### src/rtl/prord_pkg.sv
// shared types and constants of the pin routing order block
package prord_pkg;

   localparam int MAX_PINS_DEF   = 64;
   localparam int COORD_BITS_DEF = 12;
   localparam int PIN_W          = 12;
   localparam int IDX_W          = 6;
   localparam int DIAG_W         = 10;
   localparam logic [DIAG_W-1:0] DIAG_RESET = 10'd362;

   typedef enum logic [2:0] {
      ST_IDLE,
      ST_PAIR,
      ST_PDRAIN,
      ST_EMIT,
      ST_RUN,
      ST_DRAIN
   } state_type;

endpackage

### src/rtl/prord_best.sv
// per pin nearest distance and order position memory
module prord_best import prord_pkg::*; #(
   parameter int MAX_PINS = MAX_PINS_DEF,
   parameter int DIST_W   = COORD_BITS_DEF + 11,
   parameter int AW       = $clog2(MAX_PINS)
) (
   input  logic              clock,
   input  logic              wr_en,
   input  logic [AW-1:0]     wr_addr,
   input  logic [DIST_W-1:0] wr_dist,
   input  logic [AW-1:0]     wr_pos,
   input  logic [AW-1:0]     rd_addr,
   output logic [DIST_W-1:0] rd_dist,
   output logic [AW-1:0]     rd_pos
);

   logic [DIST_W+AW-1:0] mem [MAX_PINS];
   logic [DIST_W+AW-1:0] rd_ff;

   always_ff @(posedge clock) begin
      if (wr_en) begin
         mem[wr_addr] <= {wr_dist, wr_pos};
      end
      rd_ff <= mem[rd_addr];
   end

   assign rd_dist = rd_ff[DIST_W+AW-1:AW];
   assign rd_pos  = rd_ff[AW-1:0];

endmodule

### config.mk
export PLATFORM = sky130hd
export DESIGN_NAME = prord_best
export DESIGN_NICKNAME = d
export VERILOG_FILES = /design/src/rtl/prord_pkg.sv /design/src/rtl/prord_best.sv
export SDC_FILE = /design/constraint.sdc
export NUM_CORES = 2
export LEC_CHECK = 0
export BUFFER_PORTS_ARGS = -buffer_cell sky130_fd_sc_hd__buf_2
export CAP_MARGIN = 20
export CORE_AREA = 2 2 354 356
export CTS_BUF_LIST = sky130_fd_sc_hd__clkbuf_2 sky130_fd_sc_hd__clkbuf_4 sky130_fd_sc_hd__clkbuf_8
export CTS_CLUSTER_DIAMETER = 30
export DETAILED_ROUTE_END_ITERATION = 8
export DIE_AREA = 0 0 356 358
export PLACE_DENSITY = 0.78
export SLEW_MARGIN = 0
export SYNTH_ARGS = -nofsm -noshare
export SYNTH_HDL_FRONTEND = slang
export SYNTH_SLANG_ARGS = --single-unit
### constraint.sdc
create_clock -name clock -period 3.6 [get_ports clock]
set_clock_uncertainty 0.15 [all_clocks]
set_input_delay 0.72 -clock clock [delete_from_list [all_inputs] [get_ports clock]]
set_output_delay 0.72 -clock clock [all_outputs]
set_load 0.02 [all_outputs]
==> results.toml <==
[sta]
maxSlewHeadroom_pct = 23.2
layout_worst_path_cycle_share_pct = 77.6
period_minus_ws_final_ns = 2.79
setup_viol = 0
finalHoldViolations = 0
fin_setup_tns_ns = 0
drv_slew = 0
fmaxAchievable_mhz = 358
finalWorstSetupSlack_ns = 0.807
transition_time_of_the_tightest_slew_check_pin_ns = 1.14
holdWs_ns = 0.0552
rsz0062_at_grt = "false"

[place]
place_congestion = 0.862
dp_hpwl_mm = 105
placed_cell_area_um2 = 76700
place_worst_setup_slack_ns = 0.0294
buffers_on_ports = 71

[yosys]
post_synth_instance_area_um2 = 72600
netlist_top_cells_count = "edfxtp_1, mux2i_1, mux4_2"
synth-warning-count = 0
syn-instance-count = 3407
count_of_flip_flops_with_a_built_in_enable_after_synthesis = 1856
netlist_top_cells_area = "edfxtp_1, mux4_2, mux2i_1, a22oi_1, dfxtp_1"
synth_largest_type_area_fraction_pct = 76.7
synth_flop_cell = "edfxtp_1"
synth.most_common_cell = "edfxtp_1"
syn-mean-instance-area_um2 = 21.3
async_flop_share_pct = 0
synth_seq_area_share_pct = 77.5
yosys.area.top_type = "edfxtp_1"
yosysUniqueCellTypes = 46
synth_nets = 3450
synth.ff_latch_count = 1885

[worst_hold_path]
hold_start = "wr_dist[7]"
hold_path_class = "primary input to flop"

[run]
maxCapViolations = 0

[global_route]
grt_max_degree = 65
grt_pass1_vias = 37846
globalRouteOverflowTotal = 0
grt_antenna_before_repair = 20
grt_first_pass_wirelength_mm = 262
grt_util_all_layers_pct = 28.9

[cts]
cts.clk_slew.worst_paths_ns = 0.06
cts_tree = "done"
clock-sinks = 1885
cts-htree-levels = 5
ctsRootBufferMaster = "clkbuf_8"
clkLatencyLatePin_ns = 1.03
tritoncts.num_buffers = 345
ctsLongestPathBuffers = 4

[floorplanning]
ios = 72
die-width_um = 356
fp.dieArea_um2 = 127000
floorplan.initialDensity_pct = 58.9
std_cell_rows = 129
core_region_area_um2 = 123000
die_height_um = 358

[worst_setup_path]
cpPeakStageDelay_ns = 0.64
startpoint_type = "flop"
critical_path_class = "flop to primary output"
timing.critical_path.from = "rd_ff[13]$_DFF_P_"
critical_path_peak_fanout = 1
worstPathCellList = "buf_2"
critical_path.top_delay_family = "flip-flops"
cp.buffers_inverters = 1
cp_data_required_time_ns = 2.73
worstSetupEndpointType = "primary output"
critical-path-slowest-cell = "dfxtp_1"
cp.arrival_ns = 1.92
crit-reg2reg-launch = "mem[49][11]$_DFFE_PP_"

[finish]
area_growth_syn_to_layout_pct = 15.6
layout.cell_area.non_filler_um2 = 84000
fin_nets = 3922
drive_gt1_share_pct = 31.5

[pwr]
power_density_nw_per_um2 = 570
power.ir.vdd_worst_mv = 0.483
static-leakage-power_nw = 27.8

[detailed_routing]
wl_per_cell_um = 31.5
route.antenna.remaining_nets = 0
dr_total_vias = 37727
drt-vias-per-instance = 6.53
dr.pass1.iters = 6
drc_errors = 0
finalWirelength_mm = 182
first_iter_violations = 5576

[outcome]
run_status = "finished clean"
==> per-stage QoR <==
step	utilization, %	power [mW]	cells
floorplan	-	26.1	3407
global placement	62.2	27.3	5161
detailed placement	62.2	27.3	5163
CTS	68.1	48.0	5774
global route	68.1	49.2	5776
finish	68.1	47.9	5781
==> final cells by class <==
| class | count | area, um^2 |
|---|---|---|
| Fill cell | 7270 | 39300 |
| Sequential cell | 1885 | 56300 |
| Clock buffer | 417 | 5350 |
| Timing Repair Buffer | 322 | 2970 |
| Antenna cell | 6 | 15.0 |
| Multi-Input combinational cell | 1325 | 15500 |
| Tap cell | 1637 | 2050 |
| Clock inverter | 189 | 1800 |
==> metal layers <==
layer / GRT usage [%] / up-vias / routed length (um)
met5: 0 / - / 66
met4: 11.9 / 12 / 7010
met3: 7.16 / 364 / 22300
met2: 44.7 / 2511 / 86400
met1: 39.9 / 19513 / 66200
li1: - / 15327 / -
==> sequential cells by signal, summed over array words and instances (netlist names) <==
signal,count
rd_ff,29
mem,1856
==> logic make-up (layout without fill, tap and decap cells) <==
group           count (synthesis)  count (layout)  share of synthesized area, %
compound gates                402             402                          3.89
buf+inv                       197             928                          1.81
flops                        1885            1885                          77.5
mux                           723             723                          15.3
other cells                     0               6                             0
simple gates                  200             200                          1.49
==> worst register-to-register path: cells and delay by family, from the launching register on <==
family | cells | cell delay (ns)
AO/OA/AOI/OAI | 3 | 1.20
multiplexers | 1 | 0.09
flip-flops | 1 | 0.33
buffers and inverters | 1 | 0.23
AND/OR/NAND/NOR | 1 | 0.27
==> placed cells by master, fill, tap and decap left out, types with 20 or more instances in the layout <==
master / n
mux4_2: 291
clkbuf_8: 354
buf_4: 192
a211oi_1: 21
bufinv_16: 32
mux2i_1: 372
clkinv_2: 55
mux2_2: 51
clkbuf_4: 63
buf_2: 67
nor2b_1: 28
dfxtp_1: 29
a21oi_1: 61
o21ai_0: 27
edfxtp_1: 1856
buf_12: 55
a31oi_1: 21
clkinvlp_4: 22
a22oi_1: 161
nand3_1: 20
nor2_4: 55
clkinv_1: 61
o22ai_1: 39
o211ai_1: 20
==> power breakdown <==
group	switching, mW	total, mW	leakage [nW]	internal [mW]
sequential	0.108	24.4	16.9	24.3
clock	8.78	20.9	3.68	12.2
combinational	1.62	2.51	7.14	0.890
==> worst paths after layout <==
check             cells after the start  slack [ns]                    end
setup reg to reg                      6        1.26      rd_ff[11]$_DFF_P_
hold / removal                        1        0.06  mem[56][13]$_DFFE_PP_
setup / recovery                      1        0.81             rd_dist[7]
hold reg to reg                       4        0.74      rd_ff[27]$_DFF_P_
==> what timing repair did <==
item | 4_1_cts | 5_1_grt
hold buffers | 5 | 0
resized for setup | 0 | 0
buffers inserted | 0 | 0
hold endpoints to repair | 40 | 0
(Power assumes the default switching activity.)
