==> src/rtl/prord_pkg.sv <==
// shared types and constants of the pin routing order block
package prord_pkg;

   localparam int MAX_PINS_DEF   = 64;
   localparam int COORD_BITS_DEF = 12;
   localparam int PIN_W          = 12;
   localparam int IDX_W          = 6;
   localparam int DIAG_W         = 10;
   localparam logic [DIAG_W-1:0] DIAG_RESET = 10'd362;

   typedef enum logic [2:0] {
      ST_IDLE,
      ST_PAIR,
      ST_PDRAIN,
      ST_EMIT,
      ST_RUN,
      ST_DRAIN
   } state_type;

endpackage

==> src/rtl/prord_store.sv <==
// pin coordinate memory, one write port and two registered read ports
module prord_store import prord_pkg::*; #(
   parameter int MAX_PINS   = MAX_PINS_DEF,
   parameter int COORD_BITS = COORD_BITS_DEF,
   parameter int AW         = $clog2(MAX_PINS)
) (
   input  logic                  clock,
   input  logic                  wr_en,
   input  logic [AW-1:0]         wr_addr,
   input  logic [COORD_BITS-1:0] wr_x,
   input  logic [COORD_BITS-1:0] wr_y,
   input  logic [AW-1:0]         rd_a_addr,
   input  logic [AW-1:0]         rd_b_addr,
   output logic [COORD_BITS-1:0] rd_a_x,
   output logic [COORD_BITS-1:0] rd_a_y,
   output logic [COORD_BITS-1:0] rd_b_x,
   output logic [COORD_BITS-1:0] rd_b_y
);

   logic [2*COORD_BITS-1:0] mem [MAX_PINS];
   logic [2*COORD_BITS-1:0] rd_a_ff, rd_b_ff;

   always_ff @(posedge clock) begin
      if (wr_en) begin
         mem[wr_addr] <= {wr_x, wr_y};
      end
      rd_a_ff <= mem[rd_a_addr];
      rd_b_ff <= mem[rd_b_addr];
   end

   assign rd_a_x = rd_a_ff[2*COORD_BITS-1:COORD_BITS];
   assign rd_a_y = rd_a_ff[COORD_BITS-1:0];
   assign rd_b_x = rd_b_ff[2*COORD_BITS-1:COORD_BITS];
   assign rd_b_y = rd_b_ff[COORD_BITS-1:0];

endmodule

==> config.mk <==
export PLATFORM = sky130hd
export DESIGN_NAME = prord_store
export DESIGN_NICKNAME = d
export VERILOG_FILES = /design/src/rtl/prord_pkg.sv /design/src/rtl/prord_store.sv
export SDC_FILE = /design/constraint.sdc
export NUM_CORES = 2
export LEC_CHECK = 0
export ABC_CLOCK_PERIOD_IN_PS = 3600
export BUFFER_PORTS_ARGS = -buffer_cell sky130_fd_sc_hd__buf_4
export CAP_MARGIN = 15
export CORE_AREA = 2 2 404 406
export CTS_BUF_LIST = sky130_fd_sc_hd__clkbuf_8 sky130_fd_sc_hd__clkbuf_16
export DETAILED_ROUTE_END_ITERATION = 7
export DIE_AREA = 0 0 406 408
export GPL_TIMING_DRIVEN = 0
export PLACE_DENSITY = 0.62
export SLEW_MARGIN = 20
export SYNTH_ARGS = -nofsm -noshare
export SYNTH_HDL_FRONTEND = slang
export SYNTH_SLANG_ARGS = --single-unit
==> constraint.sdc <==
create_clock -name clock -period 3.6 [get_ports clock]
set_input_delay 0.54 -clock clock [delete_from_list [all_inputs] [get_ports clock]]
set_output_delay 0.54 -clock clock [all_outputs]
set_load 0.05 [all_outputs]
==> results.md <==
- Result of the run: finished with violations
- Failing checks: negative setup slack
- Period minus WS final: 3.89 ns
- Remaining global-route overflow: 0
- CP Capture Type: flop
- Fin Clk Skew: 0.0262 ns
- Leading cell type in the layout, fill and taps excluded: edfxtp_1
- Synth cell types: 43
- Synthesized instance count: 3655
- Number of nets with antenna violations after routing: 0
- Max-cap violations: 0
- Final setup violating endpoints: 9
- Tot GR Track Use: 33.5%
- HPWL Detailed: 193000 um
- Area leader, netlist: edfxtp_1
- Detailed-route wire length per cell: 44.1 um
- Antenna violations before repair: 34
- Area of the placeable core: 0.162 mm^2
- Yosys reg bits: 1584
- Mean number of vias per cell: 7.05
- Share of the synthesized area in the top cell type: 64.0%
- Rel. slew slack: 8.89%
- Number of violations reported at the end of detailed-routing iteration 0: 8861
- Overall routed net length: 278000 um
- Final core utilization: 51.3%
- Final clock period utilization by the worst path: 108%
- Number of input and output port buffers inserted: 79
- Layout cell share with drive strength beyond 1: 32.7%
- Post-detailed-route DRC marker count: 0
- Dominant cells by area after synthesis: edfxtp_1 64%, mux4_2 21%, mux2i_1 4.0%
- Die outline height: 408 um
- Count of boundary I/O pins: 92
- Sort of element at the start of the critical path: input port
- Worst endpoint data arrival time: 4.60 ns
- Net count after synthesis: 3699
- Vias in the first global route: 42.9k
- Number of optimization iterations in the first detailed-route pass: 7
- Portion of the post-synthesis area used by sequential elements: 65.3%
- Part of the power in registers: 49.2%
- TritonCTS clock tree: done
- Worst hold-check path type: in -> reg
- Largest net degree at the start of global routing: 65
- Highest fanout seen on the critical path: 10
- WP data required: 4.31 ns
- Clock transition at path regs: 0.06 ns
- Internal power: 31.2 mW
- Max clock buf depth: 3
- Number of CTS-inserted buffers: 167
- Insertion delay of the later-clocked pin in the worst-skew pair: 0.83 ns
- Maximum vdd ir drop: 0.000378 V
- Power per Cell Area: 502 mW/mm^2
- Setup repair after global routing missed its margin: false
- Total leakage power: 26.4 nW
- Layout area overhead: 15.1%
- Most used cells in the layout excluding fill and tap cells: 1536 x edfxtp_1, 684 x mux4_2, 287 x mux2i_1
- Final worst-path setup slack: -0.287 ns
- Hold Violations, Final: 0
- Full die area: 0.166 mm^2
- Via count of the routed design: 44.6k
- Root buffer cell: clkbuf_16
- Synth Cell Area: 0.0721 mm^2
- Total number of yosys warnings: 0
- Top achievable clock speed: 257 MHz
- Mean Syn Cell Area: 19.7 um^2
- WS Path Type: in -> reg
- Number of levels in the clock H-tree: 4
- Clock Sink Count: 1584
- Part of the total power dissipated in the clock network: 40.5%
- Wire length of the first global-routing pass: 371000 um
- Layout Nets: 4037
- Setup Buffers After CTS: 0
- Final Slew Violations: 0
- Switching power share of the total: 25.1%
- Cts hold-fix bufs: 0
- Sw Pwr: 10.5 mW
- Gpl congestion: 1.04
- Total power after layout: 41.7 mW
- Initial Util: 44.6%
- Share of total power in combinational logic: 10.4%
- Die boundary width: 406 um
- Slew at the pin closest to its max-slew limit: 1.35 ns
- Cell row count: 148
[power by group through the flow]
stage,Combinational (mW),Sequential (mW),Clock [mW]
after floorplan,1.89,21.1,0
final,4.32,20.5,16.9
after CTS,4.16,20.5,16.9
after global routing,4.32,20.5,17.5
after detailed placement,4.16,20.9,0
after global placement,4.06,20.9,0
[synthesized netlist by cell type (all sizes together)]
library cell	instances
a22oi	121
a32oi	36
nor2b	17
nand4b	1
nand3b	6
o22ai	52
or2	1
nand4	2
mux4	684
nand2b	52
edfxtp	1536
o22a	17
or3b	3
o221ai	9
a221oi	15
and3b	1
clkbuf	103
o211ai	97
and2	7
a31oi	18
nand2	90
buf	187
a31o	8
and3	16
clkinv	1
or3	3
nand3	27
nor4	8
o31ai	1
nor2	76
nor3	11
mux2i	287
o21ai	74
inv	1
dfxtp	48
a22o	15
and4	24
[sequential cells by signal, summed over array words and instances, names as in the netlist]
register,cells
mem,1536
rd_b_ff,24
rd_a_ff,24
[final cells by class]
cell class / instances / area, um^2
Timing Repair Buffer: 169 / 2380
Tap cell: 2175 / 2720
Sequential cell: 1584 / 47100
Clock inverter: 118 / 753
Inverter: 2 / 7.51
Clock buffer: 184 / 4500
Antenna cell: 17 / 42.5
Multi-Input combinational cell: 1779 / 23900
Fill cell: 12800 / 78600
Buffer: 290 / 1630
[cells by family after synthesis]
group / after synthesis / share of synthesized area, %
AOI/OAI and AO/OA: 463 / 4.62
muxes: 971 / 25.4
buffers and inverters: 292 / 2.26
DFF: 1584 / 65.3
and+or+nand+nor: 345 / 2.47
[metrics by stage]
step | setup TNS [ns] | instances | area (um^2) | worst slack (ns) | hold slack (ns)
final | -0.858 | 6318 | 83000 | -0.287 | 0.282
after floorplan | 0 | 3655 | 72100 | 0.458 | 0.639
after global routing | 0 | 6310 | 83000 | 0.00870 | 0.284
after CTS | 0 | 6298 | 82900 | 0.157 | 0.229
after global placement | -1221.44 | 5909 | 75400 | -2.06 | 0.914
after detailed placement | -18.51 | 5996 | 77700 | -0.714 | 0.901
[final timing paths]
check | cells past startpoint | start | endpoint | slack (ns)
hold reg to reg | 5 | mem[60][2] | rd_b_ff[2] | 0.94
setup / recovery | 8 | rd_a_addr[1] | rd_a_ff[9] | -0.29
hold / removal | 1 | wr_x[11] | mem[10][23] | 0.28
setup reg to reg | 4 | mem[37][13] | rd_b_ff[13] | 0.79
[routing by layer]
metal	wire, um	track usage [%]	vias to the layer above
met3	41100	12.3	699
li1	-	-	16600
met4	18200	18.6	16
met2	122000	48.8	3810
met1	96600	43.7	23500
met5	137	0	-
[critical path: stages]
cell      delay, ns
buf_4          0.14
buf_4          0.30
buf_4          0.38
clkbuf_1       0.98
mux4_2         0.50
o22ai_1        0.16
nor4_1         1.13
a31o_1         0.41
[timing repair]
| action | CTS | global route |
|---|---|---|
| endpoints found under the setup margin | 0 | 1 |
| endpoints found under the hold margin | 0 | 0 |
| gates resized for setup | 0 | 1 |
(Power assumes the default switching activity.)
