**src/rtl/prord_pkg.sv**
```systemverilog
// shared types and constants of the pin routing order block
package prord_pkg;

   localparam int MAX_PINS_DEF   = 64;
   localparam int COORD_BITS_DEF = 12;
   localparam int PIN_W          = 12;
   localparam int IDX_W          = 6;
   localparam int DIAG_W         = 10;
   localparam logic [DIAG_W-1:0] DIAG_RESET = 10'd362;

   typedef enum logic [2:0] {
      ST_IDLE,
      ST_PAIR,
      ST_PDRAIN,
      ST_EMIT,
      ST_RUN,
      ST_DRAIN
   } state_type;

endpackage

```
**src/rtl/prord_dist.sv**
```systemverilog
// two stage octile distance unit
module prord_dist import prord_pkg::*; #(
   parameter int COORD_BITS = COORD_BITS_DEF,
   parameter int DIST_W     = COORD_BITS_DEF + 11
) (
   input  logic                  clock,
   input  logic [COORD_BITS-1:0] a_x,
   input  logic [COORD_BITS-1:0] a_y,
   input  logic [COORD_BITS-1:0] b_x,
   input  logic [COORD_BITS-1:0] b_y,
   input  logic [DIAG_W-1:0]     diag,
   output logic [DIST_W-1:0]     dist_out
);

   logic [COORD_BITS-1:0]        dx, dy;
   logic [COORD_BITS-1:0]        lo_in, span_in;
   logic [COORD_BITS-1:0]        lo_ff, span_ff;
   logic [COORD_BITS+DIAG_W-1:0] prod;
   logic [DIST_W-1:0]            dist_in, dist_ff;

   always_comb begin
      dx = (a_x > b_x) ? a_x - b_x : b_x - a_x;
      dy = (a_y > b_y) ? a_y - b_y : b_y - a_y;
      if (dx < dy) begin
         lo_in   = dx;
         span_in = dy - dx;
      end else begin
         lo_in   = dy;
         span_in = dx - dy;
      end
   end

   assign prod    = (COORD_BITS+DIAG_W)'(lo_ff) * (COORD_BITS+DIAG_W)'(diag);
   assign dist_in = DIST_W'(prod) + (DIST_W'(span_ff) << 8);

   always_ff @(posedge clock) begin
      lo_ff   <= lo_in;
      span_ff <= span_in;
      dist_ff <= dist_in;
   end

   assign dist_out = dist_ff;

endmodule

```
**config.mk**
```make
export PLATFORM = sky130hd
export DESIGN_NAME = prord_dist
export DESIGN_NICKNAME = d
export VERILOG_FILES = /design/src/rtl/prord_pkg.sv /design/src/rtl/prord_dist.sv
export SDC_FILE = /design/constraint.sdc
export NUM_CORES = 1
export LEC_CHECK = 0
export ABC_AREA = 1
export BUFFER_PORTS_ARGS = -buffer_cell sky130_fd_sc_hd__buf_4
export CORE_UTILIZATION = 64
export CTS_BUF_LIST = sky130_fd_sc_hd__clkbuf_4
export DETAILED_ROUTE_END_ITERATION = 8
export PLACE_DENSITY = 0.84
export SYNTH_ARGS = -nofsm -noshare
export SYNTH_HDL_FRONTEND = slang
export SYNTH_SLANG_ARGS = --single-unit
```
**constraint.sdc**
```tcl
create_clock -name clock -period 5.1 [get_ports clock]
set_input_delay 0.51 -clock clock [delete_from_list [all_inputs] [get_ports clock]]
set_output_delay 0.51 -clock clock [all_outputs]
set_load 0.05 [all_outputs]
```
==> summary.md <==
The number of clock sinks was 47; the overflow left after global routing was 0. The logs give 0.658 for the starting density of the core and 0.0933 for the sequential cell area fraction in the yosys report. The run finished with clean final reports. Sorting the synthesized cells by area gives the leading types as fa_1, nand2_1, ha_1.

Data arrives at the worst endpoint at 5080 ps. The synthesized net count came out at 1,807. The worst hold-check path type was input port to flop. The Yosys step of the flow raised 0 warnings.

The number of antenna diodes in the final layout is 0. The insertion delay of the later-clocked pin in the worst-skew pair was 380 ps; the measured slew at the worst slew-check pin was 519 ps. The via count of the first global-routing pass is 9,060. The clock transition at the register clock pins on the worst setup and hold paths after CTS works out to 140 ps. STA classifies the critical path startpoint as a flop.

The tools report the relative slew slack as 0.650. Synthesis inferred 47 register bits. Yosys mapped a number of flops with a built-in enable equal to 0. The floorplan die width is 128 microns. Summed over all instances, the cell type with the most area after synthesis is fa_1.

The run gives 0 as the number of pins with negative max-slew slack in the final report. For this run, the post-layout net count is 1,853. Once detail routing completed, the nets flagged for antenna violations numbered 0. The logs give 9.69 ps for the worst clock skew and 16,300 sq um for the die area. The run gives 210 MHz as the achievable frequency. The total CTS buffers came out at 5.

After floorplanning, the core was divided into 45 placement rows. For the setup TNS after final layout, the log shows 0 ps. Initial antenna violation count: 0.

After clock tree synthesis, the setup repair step added 0 buffers. The number of hold-slack violations in the final timing report was 0. The most used flip-flop cell after synthesis is dfxtp_1. The post-synthesis cell type count was 38. After detailed routing, the total wire length is 22.6 mm.

The fraction of synthesized cell area taken by the top area cell type was 0.195; the count of filler cells inserted in the layout was 1,383. Entering global routing, the biggest net connects 26 pins. Setup violations remaining at the end of the flow were counted as 0. TritonCTS built the clock tree.

The logs give 0.300 for the overall track demand over capacity in global routing and 39.6 mm for the wire length of the first global-routing pass. Summed over all nets, the half-perimeter wirelength after detailed placement is 19.6 mm. The most frequent cell after synthesis is nand2_1. After clock tree synthesis, the flow added hold-fix buffers numbering 0. In this run the vertical extent of the chip is 128 microns. The master cell of the clock root buffer is clkbuf_4. The end-of-flow core utilization came out at 0.702. Relative to the synthesized area, the layout overhead comes to 6.70%.

Setup repair after global routing left no endpoint under its margin. Along the worst path, the maximum fanout reaches 10. The fraction of layout instances using a drive strength above 1 was 0.0868. Counting instances in the post-synthesis netlist gives the leading cell types as nand2_1, inv_1, ha_1.

Global placement routability congestion: 0.933. The clock tree synthesis step divided the H-tree into 2 levels. STA puts the critical path data required time at 5420 ps. The max-capacitance violation count was 0; the via count was 9,136. The average detailed-routed wire length per instance came out at 12.7 microns.

The I/O pin count came out at 82. Placeable core area: 15,300 sq um. The count of buffers added on input and output ports is 81. The clock passes through at most 2 buffers. The share of the cycle needed by the critical path after routing is 0.933, and the proportion of register bits with asynchronous set or reset after synthesis is 0. By startpoint and endpoint, the worst setup path is classified as flop to flop.

The number of instances resized during post-cts repair was 0. For this block, the initial DRC count from the detailed router was 512. Dividing the synthesized area by the synthesized cell count gives 6.63 sq um.

For the synthesized instance count, the log shows 1,521. After synthesis the cells add up to 10,100 sq um. The clock period could shrink to 4760 ps. In the routed design, unresolved DRC markers number 0. The ratio of routed vias to standard cells was 5.14. The worst setup path is captured at a flop. Number of optimization iterations in the first detailed-route pass: 5.
==> per-stage QoR <==
step / setup WS, ps / instance area, sq um / cells / hold slack [ps]
global placement: 247 / 10700 / 1771 / 586
floorplan: 463 / 10100 / 1521 / 598
global route: 12.5 / 10800 / 1778 / 446
CTS: 316 / 10800 / 1778 / 434
detailed placement: 247 / 10700 / 1771 / 589
finish: 343 / 10800 / 1778 / 445
==> flip-flops by register name (all words and copies together) (netlist names) <==
| register | cells |
|---|---|
| lo_ff | 12 |
| dist_out | 23 |
| span_ff | 12 |
==> cell type report <==
class	instances	area, sq um	area share
multi-input combinational	1052	7450	0.693
inverter	377	1420	0.132
sequential	47	941	0.0875
timing repair buffer	84	631	0.0586
tap	211	264	0.0245
clock buffer	5	37.5	0.00349
clock inverter	2	13.8	0.00128
==> metal layers <==
metal | global-route usage | vias up | wire length, microns
li1 | - | 4587 | -
met1 | 0.334 | 4261 | 9190
met2 | 0.602 | 234 | 12100
met3 | 0.0264 | 54 | 870
met4 | 0.0784 | 0 | 499
met5 | 0 | - | 0
==> path summary, 6_finish.rpt <==
check	endpoint	depth (start not counted)	from	slack, ps
hold / removal	dist_out[0]	3	diag[0]	450
hold reg to reg	dist_out[0]	2	lo_ff[0]	610
setup reg to reg	dist_out[20]	17	lo_ff[10]	340
setup / recovery	dist_out[20]	17	lo_ff[10]	340
==> critical path: stages, from the launching register on <==
cell,delay [ps]
dfxtp_1,620
nand2_1,140
fa_1,500
fa_1,540
inv_1,50
fa_1,390
fa_1,520
inv_1,50
fa_1,470
inv_1,40
ha_1,380
nand2_1,80
inv_1,100
nand2_1,90
nor3_1,260
nand4_1,200
nand3_1,150
xor2_1,130
==> cell families (layout without fill, tap and decap cells) <==
kind of cell               after synthesis  after routing  synth area share
AOI/OAI and AO/OA                      100            100            0.0586
DFF                                     47             47            0.0933
buffers and inverters                  422            468             0.167
xor gates and xnor gates                50             50            0.0434
adders and majority gates              227            227             0.355
and+or+nand+nor                        675            675             0.282
==> cells in the final DEF, fill, tap and decap left out, types with 3 or more instances in the layout <==
| cell | netlist | routed |
|---|---|---|
| o21bai_1 | 4 | 4 |
| nand2_1 | 490 | 490 |
| nand4_1 | 20 | 20 |
| nor3_1 | 4 | 4 |
| xnor2_1 | 12 | 12 |
| inv_1 | 372 | 372 |
| o21ai_0 | 16 | 16 |
| buf_4 | 0 | 84 |
| nor2_4 | 3 | 3 |
| ha_1 | 129 | 129 |
| a21oi_2 | 4 | 4 |
| clkbuf_4 | 0 | 5 |
| a21oi_1 | 54 | 54 |
| dfxtp_1 | 47 | 47 |
| nand3_2 | 12 | 12 |
| o21ai_2 | 7 | 7 |
| a21o_1 | 5 | 5 |
| inv_2 | 4 | 4 |
| nor2_1 | 50 | 50 |
| o21ai_1 | 3 | 3 |
| nand2_4 | 4 | 4 |
| xor2_1 | 38 | 38 |
| nand2_2 | 7 | 7 |
| o21a_1 | 4 | 4 |
| fa_1 | 98 | 98 |
| nand3_1 | 80 | 80 |
Power is not shown: default switching activity piles up to over one toggle a cycle in this logic, so the estimate is an artifact.
